$ cat config.mk
export PLATFORM = sky130hd
export DESIGN_NAME = bsev_ram
export DESIGN_NICKNAME = d
export VERILOG_FILES = /design/src/rtl/bsev_ram.sv
export SDC_FILE = /design/constraint.sdc
export NUM_CORES = 2
export LEC_CHECK = 0
export BUFFER_PORTS_ARGS = -buffer_cell sky130_fd_sc_hd__buf_2
export CAP_MARGIN = 20
export CORE_AREA = 2 2 503 355
export DETAILED_ROUTE_END_ITERATION = 16
export DIE_AREA = 0 0 505 357
export GPL_TIMING_DRIVEN = 0
export PLACE_DENSITY = 0.64
export SLEW_MARGIN = 20
export SYNTH_ARGS = -nofsm -noshare
export SYNTH_HDL_FRONTEND = slang
export SYNTH_SLANG_ARGS = --single-unit
$ cat constraint.sdc
create_clock -name clk -period 6.4 [get_ports clk]
set_input_delay 0 -clock clk [delete_from_list [all_inputs] [get_ports clk]]
set_output_delay 0 -clock clk [all_outputs]
set_load 0.03 [all_outputs]
$ cat src/rtl/bsev_ram.sv
// Generic simple dual-port RAM with registered read.
module bsev_ram #(
  parameter int WIDTH = 32,
  parameter int DEPTH = 64
) (
  input  logic                     clk,
  input  logic                     we,
  input  logic [$clog2(DEPTH)-1:0] waddr,
  input  logic [WIDTH-1:0]         wdata,
  input  logic [$clog2(DEPTH)-1:0] raddr,
  output logic [WIDTH-1:0]         rdata
);

  logic [WIDTH-1:0] mem [DEPTH];

  always_ff @(posedge clk) begin
    if (we) begin
      mem[waddr] <= wdata;
    end
    rdata <= mem[raddr];
  end

endmodule

Yosys cells after proc, flatten, opt, wreduce, memory -nomap -nowiden
Memory sizes are Yosys's and may differ from the RTL's. A register that Yosys moved wholly into a read port is not among the register bits. Cells that the tools add are included.

Add/sub/neg operators: 0. Multiply operators: 0. Div/mod/pow operators: 0. $lt $le $gt $ge: 0. Equal/unequal tests: 0. Shifts and indexed selects: 0. Muxes and demuxes: 2. Bitwise logic cells: 0. Reduce and logical (&&, ||, !) cells: 0.

Operators with widths (count): $mux W1 (2).

Register bits after elaboration: 0. Latch bits: 0. Bits in writable memories: 2048. Bits in read-only memories: 0. Bits of input ports: 46. Output and inout bits: 32. Word-level logic and storage cells: 3. Memories kept: 1.

Memories: mem (depth 64, width 32, read ports 1, clocked after memory_dff 1, wr ports 1, line 14) `logic [WIDTH-1:0] mem [DEPTH];`.

Depth between registers and ports, before layout
Depth after elaboration: 2. Depth in mapped cells: 10. Depth with buffers taken out: 5.

Least setup slack after synthesis
Ideal clock, no wire load.

Path kind: input to register. From: input port waddr[3]. To: memory mem[48][0] (enable). Setup time: 0.461 ns. Arrival: 2.699 ns. Data required time: 5.939 ns. Slack: 3.240 ns. Cell stages on the path: 4. Path buffers: 1. Path through: clkbuf_1 -> nor2b_1 -> nand4b_1 -> nor3_1.

RTL lines: start, declared (line 8) `input logic [$clog2(DEPTH)-1:0] waddr,`; end, declared (line 14).

No word-level cell before the write port.

==> key figures <==
Run status
  – Status: finished, final reports clean

Floorplanning
  – Io pins: 78
  – Initial Utilization: 44.71%
  – DIE HEIGHT: 357 um
  – Die footprint: 180300 um2
  – Die W: 505 um
  – Core Box Area: 175600 um2
  – Row cnt: 129

Synth
  – Yosys cell types: 34
  – Register area share after synthesis: 79.14%
  – Mapped Cells: 3324
  – Number of synthesized register bits: 2080
  – Post-Syn Area: 78520 um2
  – Yosys warnings: 0
  – Top cell type's share of synthesized area: 78.33%
  – Syn_area_per_cell: 23.62 um2
  – Ranking of synthesized cells by area: edfxtp_1 (78%), mux4_2 (16%), mux2i_1 (1.2%)
  – Post-Syn Nets: 3370
  – Cell accounting for the most synthesized area: edfxtp_1

Timing
  – F_max: 271.4 MHz
  – Worst Skew: 0.04605 ns
  – Period minus WS final: 3.684 ns
  – RSZ-0062 raised after global routing: no
  – Max-slew headroom: 17.25%
  – Setup violations, final: 0
  – Final period util: 57.56%
  – Pins Over Slew Limit: 0
  – Final Hold Viols: 0
  – Worst Tran Pin Value: 1.241 ns

Worst setup path
  – Slowest stage cell, crit path: a21oi_1
  – Critical path's most frequent cell: buf_2
  – R2r setup slk: 3.58 ns
  – Crit Path Class: input port to register
  – Worst Path Max Fanout: 10
  – Cell breakdown of the critical path: buf_2 -> buf_2 -> buf_2 -> clkbuf_2 -> nand3b_1 -> o221ai_1 -> a21oi_1 -> a21oi_1 -> nor2_1
  – Req. time, crit path: 7.03 ns
  – CP arrival: 4.31 ns
  – WP buf/inv: 4
  – Worst Setup End Kind: register
  – Crit start category: input port
  – Max stage delay on crit path: 1.04 ns
  – Delay-heaviest family, CP: buffers and inverters

CTS
  – CTS Hold Buffers Added: 38
  – Worst-Skew Late Latency: 0.84 ns
  – Cts repair resizes: 0
  – Maximum clock path buffer count: 3
  – Post-CTS Repair Setup Buffers: 0
  – H-tree depth: 4
  – CTS tree: yes
  – Sink Count: 2080
  – Root Buffer: clkbuf_16
  – Worst-path clk slew: 0.07 ns
  – CTS Buf Count: 189

Finish
  – Commonest cells after routing, fill and taps aside: edfxtp_1 (2048), mux4_2 (544), clkbuf_16 (190)
  – Finished Cell Area: 91770 um2
  – Commonest non-fill, non-tap cell in the layout: edfxtp_1
  – Area delta synth->final: 16.89%
  – Layout cells sized above 1: 30.23%
  – Fillers: 13350
  – Finished Core Util: 52.26%
  – Final nets: 3806

Route
  – ANT nets after route: 0
  – 1st-pass router iterations: 6
  – Iter 0 DRT Violations: 7685
  – Routed WL: 238900 um
  – Vias per cell: 6.403
  – DRC viols: 0
  – DR WL/cell: 38.06 um
  – Vias: 40200

Global route
  – Vias in the first global route: 38580
  – First-pass GRT wire length: 324300 um
  – Grt ovf: 0
  – Gr usage total: 26.54%
  – Initial antenna violation count: 20
  – Pin count of the biggest net entering global routing: 65

Power
  – Leak: 28.55 nW
  – Overall Power: 27.67 mW
  – Pwr dens: 301.5 nW/um2
  – IR drop worst, VDD: 315.5 uV

Placement
  – Port Buffers: 69
  – Final RePlAce weighted congestion: 0.9818
  – Placed Area: 85530 um2
  – Detail Placement HPWL: 158300 um

Flow run
  – Max-Cap Viols: 0

Hold path
  – Min-Delay Path Class: input port to register
stage by stage:
step / std cells / setup WS, ns / hold WS (ns) / setup TNS (ns)
6_report: 6278 / 2.716 / 0.1124 / 0
5_1_grt: 6272 / 2.709 / 0.09427 / 0
4_1_cts: 6268 / 2.848 / 0.06007 / 0
3_5_place_dp: 5886 / 1.950 / 0.4380 / 0
3_3_place_gp: 5751 / -0.2475 / 0.4393 / -14.44
2_1_floorplan: 3324 / 3.240 / 0.09887 / 0
logic make-up after synthesis:
group	synth area share, %
muxes	16.79
buffers and inverters	1.128
and+or+nand+nor	1.265
AOI/OAI and AO/OA	1.673
DFF	79.14
cell type report:
type                    count  area (um2)  share of cell area, %
flip-flops and latches   2080       62140                  67.71
multi-input cells        1062       15970                  17.40
well taps                2358        2950                  3.215
repair buffers            245        4005                  4.364
clock inverters           105       822.0                 0.8957
clock buffers             239        4959                  5.403
diodes                      7       17.52                0.01909
plain buffers             182       915.9                 0.9980
metal layers:
layer	routed length [um]	vias up	global-route usage, %
li1	-	15190	-
met1	91910	21480	38.34
met2	100500	3070	36.70
met3	38160	449	10.83
met4	8358	4	8.701
met5	29	-	0
report_power, final:
group	internal (mW)	switching [mW]
Clock	5.82	5.01
Combinational	0.545	1.19
Sequential	15.1	0.0287
Total	21.4	6.23
registers in the layout (all words and copies together) (netlist names):
register,flops
mem,2048
rdata,32
cell usage after synthesis, drive strengths merged:
master,instances
edfxtp,2048
mux4,544
nor2,137
buf,108
mux2i,93
o22ai,84
clkbuf,74
a21oi,62
dfxtp,32
o221ai,27
nand2,26
nor2b,15
a22oi,12
a311oi,8
nand2b,8
nor3,7
nand3,5
nand3b,5
or3b,5
a41o,4
and3,4
o32ai,4
or2,3
or3,3
and2,2
nand4,2
a31oi,1
nand4b,1
final timing paths:
check	to	from	cells after the start
max	rdata[9]$_DFF_P_	raddr[1]	9
min	mem[51][18]$_DFFE_PP_	we	4
max reg2reg	rdata[9]$_DFF_P_	mem[46][9]$_DFFE_PP_	5
min reg2reg	rdata[20]$_DFF_P_	mem[13][20]$_DFFE_PP_	4
worst min-delay path: stages:
cell and delay [ns]:
buf_2 0.14, nor2b_1 0.15, nand4_1 0.31, nor2_4 0.15
Note: power is estimated with default switching activity, not from simulation.
